[src/hdl/gpua_pkg.sv]
// Shared types, codes and constants for the growing pool unit allocator.
package gpua_pkg;

  // Default number of units in the pool.
  localparam int GPUA_CAPACITY = 1024;

  // Fixed field widths of the request and response items.
  localparam int GPUA_HANDLE_W = 10;
  localparam int GPUA_COUNT_W  = 11;
  localparam int GPUA_CFG_IDX_W = 2;

  // Register reset values.
  localparam logic [GPUA_COUNT_W-1:0] GPUA_INIT_UNITS_RST = GPUA_COUNT_W'(16);
  localparam logic                    GPUA_GEOMETRIC_RST  = 1'b0;

  typedef enum logic {
    ACT_GET = 1'b0,
    ACT_LET = 1'b1
  } gpua_action_t;

  typedef enum logic [1:0] {
    ST_OK         = 2'd0,
    ST_EXHAUSTED  = 2'd1,
    ST_BAD_HANDLE = 2'd2
  } gpua_status_t;

  typedef enum logic [GPUA_CFG_IDX_W-1:0] {
    CFG_INITIAL_UNITS = 2'd0,
    CFG_GEOMETRIC     = 2'd1
  } gpua_cfg_idx_t;

  typedef struct packed {
    gpua_action_t              action;
    logic [GPUA_HANDLE_W-1:0]  unit_handle;
  } gpua_in_t;

  typedef struct packed {
    gpua_status_t              status;
    logic [GPUA_HANDLE_W-1:0]  granted_handle;
    logic [GPUA_COUNT_W-1:0]   units_in_use;
  } gpua_out_t;

  // Free list commands issued by the pool logic.
  typedef struct packed {
    logic pop;
    logic push;
  } gpua_fl_ctrl_t;

endpackage

[src/hdl/gpua_pool.sv]
// Request decision, block growth and in-use counting for the allocator.
module gpua_pool #(
  parameter int CAPACITY = gpua_pkg::GPUA_CAPACITY
) (
  input  logic                                    clk,
  input  logic                                    rst,
  input  logic                                    fire,
  input  gpua_pkg::gpua_in_t                      req,
  input  logic [gpua_pkg::GPUA_COUNT_W-1:0]       initial_units,
  input  logic                                    geometric_growth,
  input  logic [$clog2(CAPACITY+1)-1:0]           fl_head,
  output gpua_pkg::gpua_fl_ctrl_t                 fl_ctrl,
  output logic [$clog2(CAPACITY)-1:0]             fl_handle,
  output gpua_pkg::gpua_out_t                     result
);

  localparam int CW = $clog2(CAPACITY + 1);
  localparam int HW = $clog2(CAPACITY);
  localparam int SW = ((CW > gpua_pkg::GPUA_COUNT_W) ? CW : gpua_pkg::GPUA_COUNT_W) + 2;
  localparam logic [CW-1:0] NULL_MARK = CW'(CAPACITY);
  localparam logic [CW-1:0] CAP_CW    = CW'(CAPACITY);
  localparam logic [SW-1:0] CAP_SW    = SW'(CAPACITY);

  logic [CW-1:0] fresh_next, fresh_next_next;
  logic [CW-1:0] block_end, block_end_next;
  logic [CW-1:0] last_size, last_size_next;
  logic [CW-1:0] prior_size, prior_size_next;
  logic [CW-1:0] in_use, in_use_next;

  logic [SW-1:0] last_w, prior_w, diff, size, end_sum;
  logic          is_get, head_ok, fresh_ok, fits, let_ok;
  logic [HW-1:0] grant;
  gpua_pkg::gpua_status_t status;

  // Size of the block that would be opened next.
  always_comb begin
    last_w  = SW'(last_size);
    prior_w = SW'(prior_size);
    diff    = (last_w >= prior_w) ? (last_w - prior_w) : (prior_w - last_w);
    if (last_size == '0) begin
      size = (initial_units == '0) ? SW'(1) : SW'(initial_units);
    end else if (geometric_growth || (diff == '0)) begin
      size = last_w << 1;
    end else begin
      size = last_w + diff;
    end
    end_sum = SW'(block_end) + size;
    fits    = (end_sum <= CAP_SW);
  end

  assign is_get    = (req.action == gpua_pkg::ACT_GET);
  assign head_ok   = (fl_head != NULL_MARK);
  assign fresh_ok  = (fresh_next < block_end);
  assign let_ok    = (SW'(req.unit_handle) < SW'(fresh_next));
  assign fl_handle = HW'(req.unit_handle);

  always_comb begin
    fresh_next_next = fresh_next;
    block_end_next  = block_end;
    last_size_next  = last_size;
    prior_size_next = prior_size;
    in_use_next     = in_use;
    grant           = '0;
    status          = gpua_pkg::ST_OK;
    fl_ctrl.pop     = 1'b0;
    fl_ctrl.push    = 1'b0;
    if (is_get) begin
      if (head_ok) begin
        grant       = fl_head[HW-1:0];
        fl_ctrl.pop = fire;
      end else if (fresh_ok) begin
        grant           = fresh_next[HW-1:0];
        fresh_next_next = fresh_next + CW'(1);
      end else if (fits) begin
        grant           = block_end[HW-1:0];
        prior_size_next = (last_size == '0) ? CW'(size) : last_size;
        last_size_next  = CW'(size);
        fresh_next_next = block_end + CW'(1);
        block_end_next  = CW'(end_sum);
      end else begin
        status = gpua_pkg::ST_EXHAUSTED;
      end
      if ((status == gpua_pkg::ST_OK) && (in_use != CAP_CW)) begin
        in_use_next = in_use + CW'(1);
      end
    end else begin
      if (let_ok) begin
        fl_ctrl.push = fire;
        if (in_use != '0) begin
          in_use_next = in_use - CW'(1);
        end
      end else begin
        status = gpua_pkg::ST_BAD_HANDLE;
      end
    end
    result.status         = status;
    result.granted_handle = gpua_pkg::GPUA_HANDLE_W'(grant);
    result.units_in_use   = gpua_pkg::GPUA_COUNT_W'(in_use_next);
  end

  always_ff @(posedge clk) begin
    if (rst) begin
      fresh_next <= '0;
      block_end  <= '0;
      last_size  <= '0;
      prior_size <= '0;
      in_use     <= '0;
    end else if (fire) begin
      fresh_next <= fresh_next_next;
      block_end  <= block_end_next;
      last_size  <= last_size_next;
      prior_size <= prior_size_next;
      in_use     <= in_use_next;
    end
  end

endmodule

[config.mk]
export PLATFORM = sky130hd
export DESIGN_NAME = gpua_pool
export DESIGN_NICKNAME = d
export VERILOG_FILES = /design/src/hdl/gpua_pkg.sv /design/src/hdl/gpua_pool.sv
export SDC_FILE = /design/constraint.sdc
export NUM_CORES = 1
export LEC_CHECK = 0
export BUFFER_PORTS_ARGS = -buffer_cell sky130_fd_sc_hd__buf_2
export CAP_MARGIN = 20
export CORE_ASPECT_RATIO = 1.2
export CORE_MARGIN = 2
export CORE_UTILIZATION = 55
export DETAILED_ROUTE_END_ITERATION = 8
export MAX_ROUTING_LAYER = met4
export PLACE_DENSITY = 0.85
export SKIP_LAST_GASP = 1
export SLEW_MARGIN = 20
export SYNTH_ARGS = -nofsm -noshare
export SYNTH_HDL_FRONTEND = slang
export SYNTH_SLANG_ARGS = --single-unit
[constraint.sdc]
create_clock -name clk -period 7.35 [get_ports clk]
set_input_delay 0.735 -clock clk [delete_from_list [all_inputs] [get_ports clk]]
set_output_delay 0.735 -clock clk [all_outputs]
set_load 0.05 [all_outputs]
[Word-level counts from Yosys, hierarchy flattened]
Index checks and enable logic that the tools add are counted.
Cells by class
  add/sub/neg operators: 8
  shift-type cells: 0
  bitwise logic cells: 3
  muxes and demuxes: 25
  divide/modulo/power cells: 0
  eq/ne operators: 2
  order comparisons: 4
  $mul: 0
  reductions and logical operators: 10
Operators with widths (number)
  11-bit 2-to-1 mux: 8
  10-bit 2-to-1 mux: 4
  13-bit 2-to-1 mux: 3
  11-bit by 1-bit adder with 11-bit output (second input constant): 3
  11-bit by 13-bit adder with 13-bit output: 2
  11-bit by 11-bit subtractor with 12-bit output: 2
  11-bit logical NOT: 2
  11-bit inequality test (second input constant): 2
  13-bit by 11-bit less-or-equal comparator with 1-bit output (second input constant): 1
  13-bit logical NOT: 1
  11-bit greater-or-equal comparator: 1
  10-bit by 11-bit < comparator with 1-bit output: 1
  11-bit < comparator: 1
  11-bit nonzero test: 1
  11-bit by 1-bit subtractor with 11-bit output (second input constant): 1
  1-bit 2-to-1 mux: 7
  2-bit 2-to-1 mux: 3
  5-bit AND reduction: 1
  4-bit AND reduction: 1
  1-bit NOT: 3
  2-bit logical NOT: 1
  2-bit nonzero test: 1
  1-bit logical AND: 1
  1-bit logical OR: 1
Storage, ports and cells
  ROM bits: 0
  memories: 0
  output and inout bits: 35
  bits in registers: 55
  RAM bits: 0
  latch bits: 0
  bits of input ports: 37

[Longest topological paths before layout]
Gate-level depths: netlist (run 1).
  word-level depth: 16
  depth in mapped cells: 36
  mapped depth without buffers: 34

[Least setup slack after synthesis (run 1)]
Ideal clock, no wire load.
  path kind: reg2out
  from: register last_size[0]
  to: output result[6] (netlist name)
  arrival: 7.016 ns
  stages on the path, launching flop included: 30
  required time: 6.615 ns
  setup slack: -0.401 ns
  cell sequence: dfxtp_1 -> ha_1 -> inv_1 -> fa_1 -> a21o_1 -> a221oi_2 -> nor4b_1 -> a2111oi_1 -> or2_1 -> nor4_1 -> a21oi_1 -> buf_2 -> nor2_1 -> a21oi_1 -> mux2i_1 -> inv_1 -> ha_1 -> a21o_1 -> a211oi_1 -> o21ai_1 -> xnor2_1 -> or4_1 -> a2111o_1 -> o211ai_1 -> nand3_1 -> a31o_4 -> buf_6 -> a21oi_4 -> a22oi_1 -> xnor2_1
RTL lines
  start, declared: line gpua_pool.sv:26  | logic [CW-1:0] last_size, last_size_next;
  start signal, assigned: line gpua_pool.sv:111  | last_size <= last_size_next;
  end, declared: line gpua_pool.sv:14  | output gpua_pkg::gpua_out_t result

==> results of run 1 <==
==> power by group through the flow <==
stage	sequential, mW	clock, mW	combinational (mW)
6_report	0.327	0.271	0.329
3_5_place_dp	0.334	0	0.275
3_3_place_gp	0.333	0	0.270
2_1_floorplan	0.319	0	0.225
4_1_cts	0.326	0.266	0.301
5_1_grt	0.330	0.276	0.343
==> cells by family (layout without fill, tap and decap cells) <==
group / after synthesis / in the layout / share of synthesized area
simple gates: 340 / 340 / 0.251
compound gates: 289 / 289 / 0.299
fa+ha+maj: 72 / 72 / 0.139
flops: 55 / 55 / 0.164
mux: 20 / 20 / 0.0302
buf+inv: 125 / 303 / 0.0804
xor+xnor: 28 / 28 / 0.0366
==> timing repair <==
item / CTS / global route
pin swaps: 41 / 28
gates cloned: 1 / 0
resized for setup: 97 / 82
buffers inserted: 22 / 16
hold endpoints to repair: 0 / 0
setup endpoints to repair: 22 / 44
==> layer usage <==
metal | share of wire | global-route usage
met5 | 0 | -
met4 | 0.080 | 0.200
met3 | 0.077 | 0.0454
met2 | 0.48 | 0.624
met1 | 0.36 | 0.391
==> sequential cells by signal (all words and copies together) (netlist names) <==
register	count
prior_size	11
in_use	11
block_end	11
fresh_next	11
last_size	11
==> cells in the final DEF (no fill, tap or decap), types with 11 or more instances in the layout <==
cell type / n
a211oi_1: 18
a21o_1: 22
a21oi_1: 58
a31oi_1: 21
buf_2: 49
buf_4: 148
buf_6: 30
dfxtp_1: 52
ha_1: 58
inv_1: 59
mux2i_1: 17
nand2_1: 102
nand3_1: 32
nor2_1: 57
nor2_2: 13
nor3_1: 27
nor4_1: 11
o21a_1: 14
o21ai_0: 41
o21ai_1: 15
or3_1: 13
xnor2_1: 14
==> critical path, delay by kind of cell (launching register included) <==
kind | cells | cell delay [ns]
AND/OR/NAND/NOR | 12 | 1.97
adder cells (fa/ha/maj) | 4 | 1.17
flip-flops | 1 | 0.37
XOR/XNOR | 2 | 0.38
AO/OA/AOI/OAI | 10 | 1.75
multiplexers | 2 | 0.41
buffers and inverters | 6 | 0.73
==> final timing paths <==
path                            slack, ns                         end  cells after the start
worst max-delay path                -0.48                   result[8]                     36
worst max register to register          0  prior_size[1]$_SDFFE_PP0P_                     37
worst min-delay path                 0.52  prior_size[6]$_SDFFE_PP0P_                      2
worst min register to register       0.52  prior_size[6]$_SDFFE_PP0P_                      2
==> area by class of cell <==
cell class | count | area, um2
Fill cell | 782 | 2780
Timing Repair Buffer | 230 | 1750
Clock inverter | 1 | 7.51
Tap cell | 161 | 201
Sequential cell | 55 | 1110
Clock buffer | 7 | 153
Inverter | 65 | 246
Multi-Input combinational cell | 749 | 5750
==> results.cfg, run 1 <==
[drt]
firstDrtPassIters = 6
drc_errors = 0
vias = 8517
wl_um = 26100
wl_per_cell_um = 20.6
viasPerCell = 6.72
ant_nets = 0
initialDrtViolationCount = 876

[pwr]
power_leakage_nw = 3.85
p_seq_frac = 0.353
combPwrFrac = 0.355
power.total_mw = 0.928
intPower_mw = 0.578
pwr-share-clk = 0.292
power_switching_mw = 0.350
switching_share = 0.377
cellPowerDensity_nw_per_um2 = 101
ir_drop_v = 0.000111

[worst_setup_path]
r2r-start = last_size[0]$_SDFFE_PP0P_
path_class = register to primary output
cp_max_fo = 5
cp_data_arrival_time_ns = 7.10
crit_slowest_cell = or4_4
cp-end-kind = primary output
cp_slowest_stage_delay_ns = 0.48
startpoint_type = register
crit_start = last_size[0]$_SDFFE_PP0P_
cp.required_ns = 6.61

[sta]
setup_viol = 22
post-route-period-util = 1.07
finalSetupTns_ns = -7.06
rsz0062_at_grt = true
hold-worst-slack_ns = 0.522
fin_crit_ns = 7.83
finalHoldViolCount = 0
max_slew_margin = 0.374
worst_slew_pin_slew_ns = 0.927
fin_skew_ns = 0.00806
max_freq_ghz = 0.128
drv_slew = 0
fin_ws_ns = -0.482

[synth]
yosysUniqueCellTypes = 87
yosysMostFrequentCell = nand2_1
synth_seq_cells = 55
netlist_instances = 929
synth.area.top_cells = dfxtp_1 16%, ha_1 13%, nand2_1 5.8%, a21oi_1 5.1%, o21ai_0 4.2%
yosysTopAreaCellShare = 0.164
ys_warn_count = 0
synthArstFlopShare = 0
synth_top_area_cell = dfxtp_1
ys_top_cells_by_count = 103 x nand2_1, 71 x nor2_1, 68 x a21oi_1, 68 x ha_1, 64 x inv_1
syn_nets = 1038
yosysSeqAreaShare = 0.164
synth_ff_type = dfxtp_1
synth_area_um2 = 6710
synth_edf_count = 0
synth.avg_cell_area_um2 = 7.22

[floorplanning]
initial_core_util = 0.559
die-height_um = 125
die_w_um = 105
dieArea_um2 = 13100
rows = 44
ios = 72
coreArea_um2 = 12000

[final_layout]
drive_gt1_frac = 0.330
final_nets = 1215
syn2layout_area_growth_pct = 37.5
stdcell_count = 1268
finish.utilization = 0.768
diodes = 0
final_cell_area_um2 = 9220

[status]
outcome = complete, but fails checks
violations = setup timing

[placement]
gp_congestion = 0.996
dp_slack_ns = -0.484
dp_cells = 1223
dp_hpwl_um = 15900
numPortBuffers = 71
post_dp_cell_area_um2 = 8080

[clock_tree]
htree_levels = 2
root_buffer = clkbuf_16
cts_tree = done
clock_latency_ns = 0.31
clockBufferDepth = 2
cts_hold_buf = 0
cts.sinks = 55
cts_made_buffers = 5
clk_pin_slew_ns = 0.08

[min_path]
hold_start = last_size[6]$_SDFFE_PP0P_
min-delay-path-class = register to register

[global_routing]
antenna_found_initial = 0
grt_max_degree = 61
track_usage = 0.358
overflow = 0
grt_pass1_wl_um = 37900
first_global_vias = 7901

[job]
drv_cap = 0
(Power assumes the default switching activity.)
==> run 2, diff against run 1 <==
--- a/config.mk
+++ b/config.mk
@@ -9,10 +9,10 @@
 export CAP_MARGIN = 20
 export CORE_ASPECT_RATIO = 1.2
 export CORE_MARGIN = 2
-export CORE_UTILIZATION = 55
+export CORE_UTILIZATION = 31
 export DETAILED_ROUTE_END_ITERATION = 8
 export MAX_ROUTING_LAYER = met4
-export PLACE_DENSITY = 0.85
+export PLACE_DENSITY = 0.56
 export SKIP_LAST_GASP = 1
 export SLEW_MARGIN = 20
 export SYNTH_ARGS = -nofsm -noshare
==> run 2 against run 1 <==
The flow still finishes with violations (setup timing); wire length shrank 13%; flip-flop and latch count did not move; worst hold slack got worse by 0.018 ns; combinational power barely moved; largest cell class unchanged; highest routed layer unchanged.
==> results.cfg, run 2 (same netlist as run 1, synthesis figures left out) <==
[status]
outcome = complete, but fails checks
violations = setup timing

[final_layout]
multi_input_area_um2 = 5590
final_cell_area_um2 = 9320
final_cell_mix = 166 x buf_4, 101 x nand2_1, 62 x ha_1
diodes = 0
syn2layout_area_growth_pct = 38.9
final_nets = 1231
layout_commonest_cell = buf_4
drive_gt1_frac = 0.316
nFillCells = 2085
seq_area_um2 = 1100

[global_routing]
grt_max_degree = 61
grt_pass1_wl_um = 36600
first_global_vias = 7404
overflow = 0
track_usage = 0.200
antenna_found_initial = 0

[floorplanning]
dieArea_um2 = 22800
die-height_um = 165
coreArea_um2 = 21100
die_w_um = 138
rows = 58
ios = 72
initial_core_util = 0.318

[sta]
post-route-period-util = 1.04
rsz0062_at_grt = true
drv_slew = 0
fin_ws_ns = -0.322
finalHoldViolCount = 0
fin_crit_ns = 7.67
fin_skew_ns = 0.0156
setup_viol = 22
max_freq_ghz = 0.130
max_slew_margin = 0.471
worst_slew_pin_slew_ns = 0.794
finalSetupTns_ns = -4.84

[clock_tree]
cts_tree = done
cts_made_buffers = 5
htree_levels = 2
clockBufferDepth = 2
cts.sinks = 55
root_buffer = clkbuf_16
clk_pin_slew_ns = 0.08
clock_latency_ns = 0.31

[drt]
wl_um = 22800
drc_errors = 0
vias = 7592
ant_nets = 0
firstDrtPassIters = 4
wl_per_cell_um = 16.4
viasPerCell = 5.45
initialDrtViolationCount = 400

[worst_setup_path]
crit_slowest_cell = ha_1
cp_slowest_stage_delay_ns = 0.42
cp_max_fo = 4
startpoint_type = register
cp.required_ns = 6.61
cp-end-kind = primary output
cp_data_arrival_time_ns = 6.94
path_class = register to primary output

[pwr]
ir_drop_v = 0.0000974
power_leakage_nw = 3.88
cellPowerDensity_nw_per_um2 = 98.4

[placement]
post_dp_cell_area_um2 = 8310
gp_congestion = 0.929
dp_hpwl_um = 16800
numPortBuffers = 71

[min_path]
min-delay-path-class = register to register

[job]
drv_cap = 0
-- run 2: cell types whose count changed in the layout (fill, tap and decap cells not counted), sizes merged --
cell	delta
buf	+15
clkbuf	+1
clkinv	+1
clkinvlp	-1
-- run 2: critical path, delay by kind of cell, from the launching register on --
kind                       cells  cell delay [ns]
AOI/OAI and AO/OA             12             2.25
xor gates and xnor gates       2             0.40
muxes                          2             0.35
DFF                            1             0.34
adders and majority gates      4             1.15
and+or+nand+nor               11             1.28
buffers and inverters          7             0.84
-- run 2: cell type report --
type,instances,share of cell area
clock buffers,7,0.0153
clock inverters,1,0.000940
inverters,65,0.0262
multi-input cells,749,0.600
flip-flops and latches,55,0.118
well taps,270,0.0363
repair buffers,246,0.203
-- run 2: final timing paths --
kind	startpoint	to	slack (ns)	depth (start not counted)
setup / recovery	last_size[0]$_SDFFE_PP0P_	result[10]	-0.32	38
hold / removal	block_end[7]$_SDFFE_PP0P_	block_end[7]$_SDFFE_PP0P_	0.50	2
setup reg to reg	last_size[0]$_SDFFE_PP0P_	last_size[8]$_SDFFE_PP0P_	0.33	51
hold reg to reg	block_end[7]$_SDFFE_PP0P_	block_end[7]$_SDFFE_PP0P_	0.50	2
-- run 2: power by group --
group / switching [mW] / leakage [nW] / internal, mW
combinational: 0.192 / 3.36 / 0.135
sequential: 0.0224 / 0.445 / 0.305
clock: 0.125 / 0.0741 / 0.137
-- run 2: repair_timing --
action | in CTS | in global routing
resized for setup | 107 | 21
gates cloned | 0 | 1
pin swaps | 32 | 13
hold buffers | 0 | 0
setup buffers | 45 | 3
setup endpoints to repair | 35 | 49
-- run 2: through the flow --
| step | worst slack, ns | hold WS (ns) | power (mW) | utilization | cells |
|---|---|---|---|---|---|
| after global placement | -0.159 | 0.482 | 0.613 | 0.394 | 1343 |
| after global routing | -0.702 | 0.529 | 0.958 | 0.441 | 1393 |
| after CTS | -0.207 | 0.504 | 0.917 | 0.436 | 1394 |
| final | -0.322 | 0.504 | 0.917 | 0.441 | 1393 |
| after detailed placement | -0.478 | 0.494 | 0.615 | 0.394 | 1343 |
| after floorplan | -0.0409 | 0.462 | 0.544 | - | 929 |
-- run 2: layer usage --
layer,wire [um],global-route usage,vias to the layer above
li1,-,-,3792
met1,9940,0.226,3563
met2,11400,0.369,187
met3,593,0.0124,50
met4,827,0.0840,0
met5,0,-,-
==> run 3, diff against run 2 <==
--- a/config.mk
+++ b/config.mk
@@ -13,6 +13,7 @@
 export DETAILED_ROUTE_END_ITERATION = 8
 export MAX_ROUTING_LAYER = met4
 export PLACE_DENSITY = 0.56
+export RECOVER_POWER = 50
 export SKIP_LAST_GASP = 1
 export SLEW_MARGIN = 20
 export SYNTH_ARGS = -nofsm -noshare
==> run 3 against run 2 <==
The flow still finishes with violations (setup timing); flip-flop and latch count stayed put; maximum frequency hardly changed; via count is 0.41% higher; non-clock buffer count stayed put; clock-buffer cell count stayed put; utilization is 0.089 points lower; clock power hardly changed; power hardly changed; setup slack better by 0.0046 ns; wire length is 0.14% higher; largest power group unchanged.
==> results.cfg, run 3 (same netlist as run 1, synthesis figures left out) <==
[clock_tree]
htree_levels = 2
clockBufferDepth = 2
clock_latency_ns = 0.31
cts_tree = done
root_buffer = clkbuf_16
cts_made_buffers = 5
clk_pin_slew_ns = 0.08
cts.sinks = 55
cts_hold_buf = 0

[worst_setup_path]
cp_slowest_stage_delay_ns = 0.42
worstRegToRegCells = 51
startpoint_type = register
cp-end-kind = primary output
path_class = register to primary output
r2r-start = last_size[0]$_SDFFE_PP0P_
cp.required_ns = 6.61
cp_max_fo = 4
cp_data_arrival_time_ns = 6.93
crit_start = last_size[0]$_SDFFE_PP0P_
crit_slowest_cell = ha_1

[min_path]
holdPathStages = 2
min-delay-path-class = register to register
hold_start = last_size[7]$_SDFFE_PP0P_

[global_routing]
overflow = 0
antenna_found_initial = 0
grt_max_degree = 61
track_usage = 0.200
first_global_vias = 7404
grt_pass1_wl_um = 36600

[status]
violations = setup timing
outcome = complete, but fails checks

[drt]
drc_errors = 0
initialDrtViolationCount = 369
ant_nets = 0
vias = 7623
wl_um = 22800
wl_per_cell_um = 16.4
firstDrtPassIters = 5
viasPerCell = 5.47

[final_layout]
final_cell_mix = 165 x buf_4, 101 x nand2_1, 62 x ha_1
final_cell_area_um2 = 9300
final_nets = 1231
syn2layout_area_growth_pct = 38.6
layout_commonest_cell = buf_4
nFillCells = 2090
diodes = 0
drive_gt1_frac = 0.305
stdcell_count = 1393

[sta]
max_slew_margin = 0.472
worst_slew_pin_slew_ns = 0.792
fin_skew_ns = 0.0157
fin_crit_ns = 7.67
finalHoldViolCount = 0
fin_ws_ns = -0.318
max_freq_ghz = 0.130
rsz0062_at_grt = true
setup_viol = 22
drv_slew = 0
post-route-period-util = 1.04

[floorplanning]
coreArea_um2 = 21100
ios = 72
rows = 58
die-height_um = 165
dieArea_um2 = 22800
initial_core_util = 0.318
die_w_um = 138

[pwr]
cellPowerDensity_nw_per_um2 = 98.5
power_leakage_nw = 3.84
ir_drop_v = 0.0000971

[placement]
post_dp_cell_area_um2 = 8310
dp_hpwl_um = 16800
numPortBuffers = 71
gp_congestion = 0.929
dp_cells = 1343

[job]
drv_cap = 0
run 3: cell type report:
class                   instances  area, um2  area share
clock buffers                   7        143      0.0153
clock inverters                 1       8.76    0.000942
inverters                      65        244      0.0262
multi-input cells             749       5590       0.601
flip-flops and latches         55       1100       0.119
well taps                     270        338      0.0363
repair buffers                246       1870       0.202
run 3: per-layer routing:
layer,track usage,part of all wire,up-vias
met5,-,0,-
met4,0.0840,0.036,0
met3,0.0124,0.030,52
met1,0.226,0.43,3589
met2,0.369,0.50,192
li1,-,-,3790
run 3: power breakdown:
part	switching (mW)	internal (mW)	leakage [nW]	total, mW
Combinational	0.192	0.134	3.32	0.326
Sequential	0.0225	0.305	0.445	0.328
Clock	0.125	0.137	0.0741	0.262
Total	0.340	0.576	3.84	0.916
run 3: timing repair:
action                                  4_1_cts  5_1_grt
pin swaps                                    32       13
buffers inserted                             45        3
cloned                                        0        1
gates resized for setup                     107       21
endpoints found under the setup margin       35       49
run 3: worst max-delay path, delay by kind of cell (launching register included):
family	cells	cell delay, ns
adders and majority gates	4	1.15
muxes	2	0.35
buffers and inverters	7	0.82
xor gates and xnor gates	3	0.55
DFF	1	0.34
and+or+nand+nor	11	1.28
AOI/OAI and AO/OA	11	2.12
run 3: metrics by stage:
| step | hold slack, ns | TNS (ns) | util | setup WS [ns] | power [mW] |
|---|---|---|---|---|---|
| after floorplan | 0.462 | -0.0409 | - | -0.0409 | 0.544 |
| after global routing | 0.529 | -13.39 | 0.440 | -0.702 | 0.958 |
| after detailed placement | 0.494 | -7.97 | 0.394 | -0.478 | 0.615 |
| after CTS | 0.504 | -2.82 | 0.436 | -0.207 | 0.917 |
| final | 0.501 | -5.01 | 0.440 | -0.318 | 0.916 |
| after global placement | 0.482 | -1.42 | 0.394 | -0.159 | 0.613 |
run 3: final timing paths:
kind                                end  slack, ns
min reg2reg  prior_size[7]$_SDFFE_PP0P_       0.50
max reg2reg   last_size[8]$_SDFFE_PP0P_       0.33
min          prior_size[7]$_SDFFE_PP0P_       0.50
max                           result[4]      -0.32
